<file path="config.mk">
export PLATFORM = sky130hd
export DESIGN_NAME = nmea_gga_position_parser_core
export DESIGN_NICKNAME = d
export VERILOG_FILES = /design/src/rtl/ngga_pkg.sv /design/src/rtl/ngga_parser.sv /design/src/rtl/ngga_convert.sv /design/src/rtl/nmea_gga_position_parser_core.sv
export SDC_FILE = /design/constraint.sdc
export NUM_CORES = 2
export LEC_CHECK = 0
export BUFFER_PORTS_ARGS = -buffer_cell sky130_fd_sc_hd__clkbuf_2
export CAP_MARGIN = 20
export CORE_MARGIN = 5
export CORE_UTILIZATION = 65
export DETAILED_ROUTE_END_ITERATION = 8
export PLACE_DENSITY = 0.91
export SYNTH_ARGS = -nofsm -noshare
export SYNTH_HDL_FRONTEND = slang
export SYNTH_SLANG_ARGS = --single-unit
export TNS_END_PERCENT = 5
</file>
<file path="constraint.sdc">
create_clock -name clk -period 18.9 [get_ports clk]
set_input_delay 2.835 -clock clk [delete_from_list [all_inputs] [get_ports clk]]
set_output_delay 2.835 -clock clk [all_outputs]
set_load 0.01 [all_outputs]
</file>
<file path="src/rtl/ngga_pkg.sv">
// Shared types, constants and lookup functions of the GGA position parser.
package ngga_pkg;

	localparam int DEF_FRAC_DIGITS = 5;

	// Widths fixed by the field formats.
	localparam int BYTE_W     = 8;
	localparam int INT_W      = 17;
	localparam int FRAC_MAX_W = 24;
	localparam int FCNT_W     = 3;
	localparam int DEG_W      = 10;
	localparam int MIN_W      = 7;
	localparam int NUM_W      = 30;
	localparam int QUO_W      = 24;
	localparam int POS_W      = 34;
	localparam int OUT_TDATA_W = 72;

	localparam logic [BYTE_W-1:0] CH_LF    = 8'h0A;
	localparam logic [BYTE_W-1:0] CH_COMMA = 8'h2C;
	localparam logic [BYTE_W-1:0] CH_POINT = 8'h2E;
	localparam logic [BYTE_W-1:0] CH_ZERO  = 8'h30;
	localparam logic [BYTE_W-1:0] CH_NINE  = 8'h39;

	localparam logic [2:0]       PREFIX_LEN = 3'd7;
	localparam logic [INT_W-1:0] INT_SAT    = 17'd99999;

	// floor(x / 100) = (x * DIV100_M) >> DIV100_SH for any 17-bit x.
	localparam logic [17:0] DIV100_M  = 18'd167773;
	localparam int          DIV100_SH = 24;
	// floor(y / 15) = (y * DIV15_M) >> DIV15_SH for any 28-bit y.
	localparam logic [28:0] DIV15_M   = 29'd286331154;
	localparam int          DIV15_SH  = 32;

	localparam logic [POS_W-1:0] E7 = 34'd10000000;

	typedef enum logic [2:0] {
		JOB_HOLD,
		JOB_EMIT_ZERO,
		JOB_EMIT_LAT,
		JOB_EMIT_HELD,
		JOB_EMIT_LON
	} job_kind_t;

	typedef struct packed {
		job_kind_t              kind;
		logic [INT_W-1:0]       int_acc;
		logic [FRAC_MAX_W-1:0]  frac_acc;
		logic [FCNT_W-1:0]      frac_cnt;
	} ngga_job_t;

	function automatic logic [BYTE_W-1:0] prefix_char(input logic [2:0] pos);
		logic [BYTE_W-1:0] ch;
		case (pos)
			3'd0: ch = 8'h24; // $
			3'd1: ch = 8'h47; // G
			3'd2: ch = 8'h50; // P
			3'd3: ch = 8'h47; // G
			3'd4: ch = 8'h47; // G
			3'd5: ch = 8'h41; // A
			3'd6: ch = 8'h2C; // ,
			default: ch = 8'h00;
		endcase
		return ch;
	endfunction

	function automatic logic [23:0] pow10(input logic [2:0] n);
		logic [23:0] p;
		case (n)
			3'd0: p = 24'd1;
			3'd1: p = 24'd10;
			3'd2: p = 24'd100;
			3'd3: p = 24'd1000;
			3'd4: p = 24'd10000;
			3'd5: p = 24'd100000;
			3'd6: p = 24'd1000000;
			default: p = 24'd10000000;
		endcase
		return p;
	endfunction

endpackage

</file>
<file path="src/rtl/ngga_parser.sv">
// Per-byte sentence parser: prefix match, comma count and field accumulation.
module ngga_parser
	import ngga_pkg::*;
#(
	parameter int FRAC_DIGITS = DEF_FRAC_DIGITS
) (
	input  logic              clk,
	input  logic              arst_n,
	input  logic              byte_valid,
	input  logic [BYTE_W-1:0] byte_data,
	output logic              job_valid,
	output ngga_job_t         job
);

	localparam int FRAC_W = $clog2(10 ** FRAC_DIGITS);
	localparam int FT_W   = FRAC_W + 4;
	localparam int IT_W   = INT_W + 4;
	localparam logic [FCNT_W-1:0] FRAC_LIM = FCNT_W'(FRAC_DIGITS);

	logic [2:0]        pos_q, pos_d;
	logic              match_q, match_d;
	logic [2:0]        cc_q, cc_d;
	logic              infrac_q, infrac_d;
	logic              stop_q, stop_d;
	logic [INT_W-1:0]  int_q, int_d;
	logic [FRAC_W-1:0] frac_q, frac_d;
	logic [FCNT_W-1:0] fcnt_q, fcnt_d;

	logic              is_digit;
	logic [3:0]        digit;
	logic [IT_W-1:0]   int_next;
	logic [FT_W-1:0]   frac_next;
	logic [2:0]        cc_inc;
	logic              clear_field;

	always_comb begin
		is_digit  = (byte_data >= CH_ZERO) && (byte_data <= CH_NINE);
		digit     = 4'(byte_data - CH_ZERO);
		int_next  = IT_W'(int_q) * IT_W'(10) + IT_W'(digit);
		frac_next = FT_W'(frac_q) * FT_W'(10) + FT_W'(digit);
		cc_inc    = (cc_q < 3'd5) ? cc_q + 3'd1 : cc_q;

		pos_d       = pos_q;
		match_d     = match_q;
		cc_d        = cc_q;
		infrac_d    = infrac_q;
		stop_d      = stop_q;
		int_d       = int_q;
		frac_d      = frac_q;
		fcnt_d      = fcnt_q;
		clear_field = 1'b0;

		job_valid     = 1'b0;
		job.kind      = JOB_HOLD;
		job.int_acc   = int_q;
		job.frac_acc  = FRAC_MAX_W'(frac_q);
		job.frac_cnt  = fcnt_q;

		if (byte_data == CH_LF) begin
			if (match_q && (pos_q == PREFIX_LEN)) begin
				job_valid = 1'b1;
				case (cc_q)
					3'd2:    job.kind = JOB_EMIT_LAT;
					3'd3:    job.kind = JOB_EMIT_HELD;
					3'd4,
					3'd5:    job.kind = JOB_EMIT_LON;
					default: job.kind = JOB_EMIT_ZERO;
				endcase
			end
			pos_d       = 3'd0;
			match_d     = 1'b1;
			cc_d        = 3'd0;
			clear_field = 1'b1;
		end else if (match_q) begin
			if (pos_q != PREFIX_LEN) begin
				if (byte_data == prefix_char(pos_q)) begin
					pos_d = pos_q + 3'd1;
					if (pos_d == PREFIX_LEN) begin
						cc_d = 3'd1;
					end
				end else begin
					match_d = 1'b0;
				end
			end else if (byte_data == CH_COMMA) begin
				cc_d = cc_inc;
				case (cc_inc)
					3'd2: clear_field = 1'b1;
					3'd3: begin
						// The latitude field closes: convert it now and keep it.
						job_valid   = 1'b1;
						job.kind    = JOB_HOLD;
						clear_field = 1'b1;
					end
					3'd4: clear_field = 1'b1;
					default: stop_d = 1'b1;
				endcase
			end else if (((cc_q == 3'd2) || (cc_q == 3'd4)) && !stop_q) begin
				if (is_digit) begin
					if (infrac_q) begin
						if (fcnt_q < FRAC_LIM) begin
							frac_d = FRAC_W'(frac_next);
							fcnt_d = fcnt_q + 3'd1;
						end
					end else begin
						int_d = (int_next > IT_W'(INT_SAT)) ? INT_SAT : INT_W'(int_next);
					end
				end else if ((byte_data == CH_POINT) && !infrac_q) begin
					infrac_d = 1'b1;
				end else begin
					stop_d = 1'b1;
				end
			end
		end

		if (clear_field) begin
			infrac_d = 1'b0;
			stop_d   = 1'b0;
			int_d    = '0;
			frac_d   = '0;
			fcnt_d   = '0;
		end
	end

	always_ff @(posedge clk or negedge arst_n) begin
		if (!arst_n) begin
			pos_q    <= '0;
			match_q  <= 1'b1;
			cc_q     <= '0;
			infrac_q <= 1'b0;
			stop_q   <= 1'b0;
			int_q    <= '0;
			frac_q   <= '0;
			fcnt_q   <= '0;
		end else if (byte_valid) begin
			pos_q    <= pos_d;
			match_q  <= match_d;
			cc_q     <= cc_d;
			infrac_q <= infrac_d;
			stop_q   <= stop_d;
			int_q    <= int_d;
			frac_q   <= frac_d;
			fcnt_q   <= fcnt_d;
		end
	end

endmodule

</file>
<file path="src/rtl/ngga_convert.sv">
// Pipelined conversion of a ddmm.mmmmm field to degrees times 10^7.
module ngga_convert
	import ngga_pkg::*;
(
	input  logic             clk,
	input  logic             arst_n,
	input  logic             advance,
	input  logic             job_valid,
	input  ngga_job_t        job,
	output logic             res_valid,
	output job_kind_t        res_kind,
	output logic [POS_W-1:0] res_value
);

	logic                  v_s1, v_s2, v_s3, v_s4, v_s5, v_s6;
	job_kind_t             kind_s1, kind_s2, kind_s3, kind_s4, kind_s5, kind_s6;
	logic [INT_W-1:0]      int_s1, int_s2;
	logic [FRAC_MAX_W-1:0] frac_s1, frac_s2, frac_s3;
	logic [FCNT_W-1:0]     fc_s1, fc_s2, fc_s3, fc_s4;
	logic [DEG_W-1:0]      deg_s2;
	logic [MIN_W-1:0]      m_s3;
	logic [POS_W-1:0]      dege7_s3, dege7_s4, dege7_s5, dege7_s6;
	logic [NUM_W-1:0]      n_s4, x_s5;
	logic [QUO_W-1:0]      q_s6;

	logic [34:0]           deg_prod;
	logic [INT_W-1:0]      m_wide;
	logic [NUM_W-1:0]      n_next;
	logic [53:0]           x_prod;
	logic [56:0]           q_prod;

	always_comb begin
		deg_prod = 35'(int_s1) * 35'(DIV100_M);
		m_wide   = int_s2 - INT_W'(deg_s2) * INT_W'(100);
		n_next   = NUM_W'(m_s3) * NUM_W'(pow10(fc_s3)) + NUM_W'(frac_s3);
		// Scaling by 10^(7 - fc) turns minutes/60 * 10^7 into one divide by 60.
		x_prod   = 54'(n_s4) * 54'(pow10(3'd7 - fc_s4));
		// x / 60 is (x / 4) / 15.
		q_prod   = 57'(x_s5[NUM_W-1:2]) * 57'(DIV15_M);
	end

	always_ff @(posedge clk or negedge arst_n) begin
		if (!arst_n) begin
			v_s1 <= 1'b0;
			v_s2 <= 1'b0;
			v_s3 <= 1'b0;
			v_s4 <= 1'b0;
			v_s5 <= 1'b0;
			v_s6 <= 1'b0;
		end else if (advance) begin
			v_s1 <= job_valid;
			v_s2 <= v_s1;
			v_s3 <= v_s2;
			v_s4 <= v_s3;
			v_s5 <= v_s4;
			v_s6 <= v_s5;
		end
	end

	always_ff @(posedge clk) begin
		if (advance) begin
			kind_s1  <= job.kind;
			int_s1   <= job.int_acc;
			frac_s1  <= job.frac_acc;
			fc_s1    <= job.frac_cnt;

			kind_s2  <= kind_s1;
			int_s2   <= int_s1;
			frac_s2  <= frac_s1;
			fc_s2    <= fc_s1;
			deg_s2   <= DEG_W'(deg_prod >> DIV100_SH);

			kind_s3  <= kind_s2;
			frac_s3  <= frac_s2;
			fc_s3    <= fc_s2;
			m_s3     <= MIN_W'(m_wide);
			dege7_s3 <= POS_W'(deg_s2) * E7;

			kind_s4  <= kind_s3;
			fc_s4    <= fc_s3;
			dege7_s4 <= dege7_s3;
			n_s4     <= n_next;

			kind_s5  <= kind_s4;
			dege7_s5 <= dege7_s4;
			x_s5     <= NUM_W'(x_prod);

			kind_s6  <= kind_s5;
			dege7_s6 <= dege7_s5;
			q_s6     <= QUO_W'(q_prod >> DIV15_SH);
		end
	end

	assign res_valid = v_s6;
	assign res_kind  = kind_s6;
	assign res_value = dege7_s6 + POS_W'(q_s6);

	a_deg_range: assert property (@(posedge clk) disable iff (!arst_n)
		v_s2 |-> deg_s2 <= DEG_W'(999))
		else $error("degree quotient out of range");

	a_min_range: assert property (@(posedge clk) disable iff (!arst_n)
		v_s3 |-> m_s3 < MIN_W'(100))
		else $error("minute remainder out of range");

	a_quo_range: assert property (@(posedge clk) disable iff (!arst_n)
		v_s6 |-> q_s6 < QUO_W'(16666667))
		else $error("minute quotient out of range");

	a_advance: assert property (@(posedge clk) disable iff (!arst_n)
		advance && v_s5 |=> v_s6)
		else $error("job lost between stages");

endmodule

</file>
<file path="src/rtl/nmea_gga_position_parser_core.sv">
// Top level: GGA sentence parser with a conversion pipeline and result register.
// Throughput: one byte per cycle whenever the result register is free or being taken.
// A result beat reaches m_tvalid after its newline beat is accepted, passing the job register,
// the five conversion stages behind it and then the result register.
// A held result stalls the whole pipeline and drops s_tready until it is taken.
// Reset (arst_n low, asynchronous) returns the parser to the start of a line and
// empties the pipeline and result register; no clearing pass is needed.
module nmea_gga_position_parser_core
	import ngga_pkg::*;
#(
	parameter int FRAC_DIGITS = DEF_FRAC_DIGITS
) (
	input  logic                   clk,
	input  logic                   arst_n,
	input  logic                   s_tvalid,
	output logic                   s_tready,
	input  logic [BYTE_W-1:0]      s_tdata,   // [7:0] rx_byte
	output logic                   m_tvalid,
	input  logic                   m_tready,
	output logic [OUT_TDATA_W-1:0] m_tdata    // [33:0] latitude_e7, [67:34] longitude_e7
);

	logic             advance;
	logic             accept;
	logic             job_valid;
	ngga_job_t        job;
	logic             res_valid;
	job_kind_t        res_kind;
	logic [POS_W-1:0] res_value;
	logic [POS_W-1:0] lat_held_q;
	logic             m_tvalid_q;
	logic [OUT_TDATA_W-1:0] m_tdata_q;

	assign advance  = !m_tvalid_q || m_tready;
	assign accept   = s_tvalid && advance;
	assign s_tready = advance;
	assign m_tvalid = m_tvalid_q;
	assign m_tdata  = m_tdata_q;

	ngga_parser #(
		.FRAC_DIGITS(FRAC_DIGITS)
	) u_parser (
		.clk       (clk),
		.arst_n    (arst_n),
		.byte_valid(accept),
		.byte_data (s_tdata),
		.job_valid (job_valid),
		.job       (job)
	);

	ngga_convert u_convert (
		.clk      (clk),
		.arst_n   (arst_n),
		.advance  (advance),
		.job_valid(accept && job_valid),
		.job      (job),
		.res_valid(res_valid),
		.res_kind (res_kind),
		.res_value(res_value)
	);

	always_ff @(posedge clk or negedge arst_n) begin
		if (!arst_n) begin
			m_tvalid_q <= 1'b0;
		end else if (advance) begin
			m_tvalid_q <= res_valid && (res_kind != JOB_HOLD);
		end
	end

	// When a line's latitude field has closed, that latitude is converted ahead of the line's newline job,
	// so it is in place by the time the newline job reaches this stage.
	always_ff @(posedge clk) begin
		if (advance && res_valid) begin
			case (res_kind)
				JOB_HOLD: lat_held_q <= res_value;
				JOB_EMIT_LAT: m_tdata_q <= {4'b0, {POS_W{1'b0}}, res_value};
				JOB_EMIT_HELD: m_tdata_q <= {4'b0, {POS_W{1'b0}}, lat_held_q};
				JOB_EMIT_LON: m_tdata_q <= {4'b0, res_value, lat_held_q};
				JOB_EMIT_ZERO: m_tdata_q <= '0;
				default: m_tdata_q <= '0;
			endcase
		end
	end

	a_stall_blocks_input: assert property (@(posedge clk) disable iff (!arst_n)
		m_tvalid && !m_tready |-> !s_tready)
		else $error("input accepted while a result beat is stalled");

	a_hold_no_beat: assert property (@(posedge clk) disable iff (!arst_n)
		advance && res_valid && res_kind == JOB_HOLD |=> !m_tvalid)
		else $error("held latitude produced an output beat");

	a_result_range: assert property (@(posedge clk) disable iff (!arst_n)
		res_valid |-> res_value <= POS_W'(64'd10006666666))
		else $error("converted position out of range");

endmodule
</file>
==> results.md <==
- Outcome: finished with violations
- Failing checks: design-rule violations
- Post-Synth Simple-Gate Area: 10.2%
- Unique masters post-synth: 91
- Post-detail-place hpwl: 91700 um
- Synth Area in Compound Gates: 6.89%
- Via/cell ratio: 5.96
- Final nets: 6268
- H-tree Lvls: 2
- Crit path to: u_convert.x_s5[28]
- Largest net degree at the start of global routing: 177
- Synth Area in XOR/XNOR: 3.71%
- DP Area: 0.0532 sq mm
- Starting Density: 65.5%
- Worst-case reg-to-reg path depth: 27
- Total number of yosys warnings: 0
- Placer Congestion: 0.950
- Drc violations: 1
- Pwr Density: 39.1 mW/mm^2
- Maxcap violations: 0
- Top post-synthesis cells by area: fa_1 (26%), edfxtp_1 (24%), ha_1 (17%), inv_1 (8.0%), and2_1 (3.6%)
- Fin util: 69.6%
- EDFF count, synth: 414
- Worst EP arrival: 8890 ps
- Slew Limit Headroom: 23.9%
- Antenna violations before repair: 0
- Worst setup margin: 10360 ps
- Reg2reg end: u_convert.x_s5[28]
- Fin. Hold Viols: 0
- Maximum buffer depth of the clock tree: 3
- Post-CTS Setup Inserts: 0
- Unrepaired setup endpoints after global routing: no
- N_diodes: 0
- Clock slew at reported path FFs: 60 ps
- Post-synth ARST share: 11.3%
- Placeable Area: 0.0789 sq mm
- Clk sinks: 467
- Setup TNS Final: 0 ps
- First-pass GRT wire length: 199000 um
- Synthesis-stage register bit count: 467
- Max Fclk: 117 MHz
- Crit path depth: 27
- Die Width: 292 um
- Port Buffer Count: 81
- Endpoint type of the worst setup path: flop
- Design Area, Final: 0.0549 sq mm
- PostCTS Resize Cnt: 0
- Worst slack, placed: 10540 ps
- Synth Area in Adders: 43.5%
- Slew Viols, Final: 0
- CP max stage cell: nor2_2
- Num CTS Buffers: 49
- CP peak stage delay: 850 ps
- WL final: 121000 um
- CTS tree: done
- Routed Antenna Nets: 0
- Critical Path RT: 19250 ps
- Main synth FF type: edfxtp_1
- Drt wl/cell: 20.4 um
- Die ar.: 0.0853 sq mm
- Reg2reg start: u_convert.fc_s4[0]
- Setup CP Type: reg -> reg
- Starting DRT DRC Count: 3061
- Hold slack: 414 ps
- Post-synthesis mux area share: 0.230%
- Reg2reg setup slack: 10360 ps
- GR Overflow Total: 0
- Rows: 103
- Crit path launch: u_convert.fc_s4[0]
- Routed vias: 35.5k
- Area share of the largest cell type after synthesis: 26.1%
- Clock Latency Late Sink: 610 ps
- Tot GR Track Use: 28.7%
- Post-Syn Instances: 4817
- Largest delay share family, worst path: adder cells
- Area leader, netlist: fa_1
- Final Cycle Share: 45.2%
- Largest family of logic cells by synthesized area: adder cells
- Synthesized area: 0.0517 sq mm
- Synthesis-to-finish area growth: 6.28%
- Register area share after synthesis: 26.6%
- Lkg Pwr: 29.4 nW
- Root cell of the clock tree: clkbuf_16
- Cell mode on critical path: fa_1
- Peak supply drop: 0.0590 mV
- First-pass DRT Iterations: 8
- Vias in the first global route: 38.9k
- Final setup fails: 0
- IO Pins: 86
- Die height: 292 um
- Mean Syn Cell Area: 10.7 sq um
- Tightest Pin Transition: 1140 ps
- Tmin final: 8540 ps
- Post-cts hold buffer count: 0
- Worst Setup Start Kind: flop
- Final clock skew: 14.7 ps
- Critical path peak fanout: 47
- Ratio of cells with drive above 1 in the final layout: 4.91%
- Worst path bufs/invs: 5
- Min-Delay Path Class: reg -> reg
==> placed cells by master, fill, tap and decap left out, drive strengths merged, types with 9 or more instances in the layout <==
cell type | netlist | final
inv | 1106 | 1113
ha | 716 | 716
fa | 674 | 674
edfxtp | 414 | 414
and2 | 294 | 294
nand2 | 191 | 191
xnor2 | 164 | 164
nor2 | 138 | 138
a21oi | 137 | 137
clkbuf | 101 | 135
o21ai | 107 | 107
and3 | 94 | 94
nand3 | 72 | 72
a21o | 71 | 71
xor2 | 55 | 55
nor3 | 55 | 55
dfrtp | 52 | 52
nand2b | 33 | 33
a22o | 30 | 30
o21a | 30 | 30
nor2b | 29 | 29
buf | 10 | 24
clkinv | 0 | 20
or3 | 17 | 17
nand4 | 17 | 17
a211oi | 17 | 17
o21bai | 15 | 15
a31oi | 14 | 14
o211ai | 11 | 11
or2 | 11 | 11
a31o | 9 | 9
nor3b | 9 | 9
==> per-layer routing <==
| layer | up-vias | wire [um] | track usage (%) |
|---|---|---|---|
| met1 | 17569 | 44300 | 34.7 |
| met2 | 1742 | 61600 | 51.0 |
| li1 | 15665 | - | - |
| met4 | 0 | 7050 | 13.9 |
| met5 | - | 0 | 0 |
| met3 | 536 | 8320 | 3.89 |
==> how the worst min path moves through the flow <==
stage	start	endpoint	slack, ps	depth (start not counted)
finish	u_convert.dege7_s3[16]	u_convert.dege7_s4[16]	410	0
global route	u_convert.dege7_s3[15]	u_convert.dege7_s4[15]	420	0
CTS	u_convert.dege7_s3[16]	u_convert.dege7_s4[16]	410	0
detailed placement	u_convert.dege7_s3[25]	u_convert.dege7_s4[25]	400	0
global placement	u_convert.dege7_s4[9]	u_convert.dege7_s5[9]	400	0
floorplan	u_convert.dege7_s3[10]	u_convert.dege7_s4[10]	400	0
==> registers in the layout, summed over array words and instances (netlist names), 24 cells and up <==
name                cells
u_convert.x_s5         28
u_convert.n_s4         30
lat_held_q             34
u_convert.dege7_s3     27
u_convert.dege7_s4     27
m_tdata                68
u_convert.dege7_s5     27
u_convert.q_s6         24
u_convert.dege7_s6     27
==> synth_stat cells (all sizes together), types with 14 or more instances <==
master  count
a211oi     17
a21o       71
a21oi     137
a22o       30
a31oi      14
and2      294
and3       94
clkbuf    101
dfrtp      52
edfxtp    414
fa        674
ha        716
inv      1106
nand2     191
nand2b     33
nand3      72
nand4      17
nor2      138
nor2b      29
nor3       55
o21a       30
o21ai     107
o21bai     15
or3        17
xnor2     164
xor2       55
==> per-stage QoR <==
stage               std cells  power [mW]
global route             5956        2.20
finish                   5956        2.15
detailed placement       5865        1.15
floorplan                4821        1.14
global placement         5863        1.15
CTS                      5956        2.15
==> logic make-up (layout without fill, tap and decap cells) <==
logic type / Yosys count / after routing
adders and majority gates: 1391 / 1391
and+or+nand+nor: 986 / 986
other: 1 / 5
xor gates and xnor gates: 219 / 219
buffers and inverters: 1217 / 1302
muxes: 11 / 11
AOI/OAI and AO/OA: 525 / 525
DFF: 467 / 467
==> layout make-up <==
cell class | count | area [sq um]
Inverter | 1106 | 4150
Timing Repair Buffer | 105 | 609
Fill cell | 5071 | 23900
Multi-Input combinational cell | 3137 | 33400
Clock buffer | 54 | 1290
Clock inverter | 37 | 429
Tap cell | 1050 | 1310
Sequential cell | 467 | 13800
==> report_power, final <==
part | total, mW | internal, mW | switching [mW]
registers | 1.11 | 1.11 | 0.000902
clock network | 1.02 | 0.584 | 0.436
logic | 0.0178 | 0.00620 | 0.0116
No activity file was read; power rests on OpenSTA's default activity.
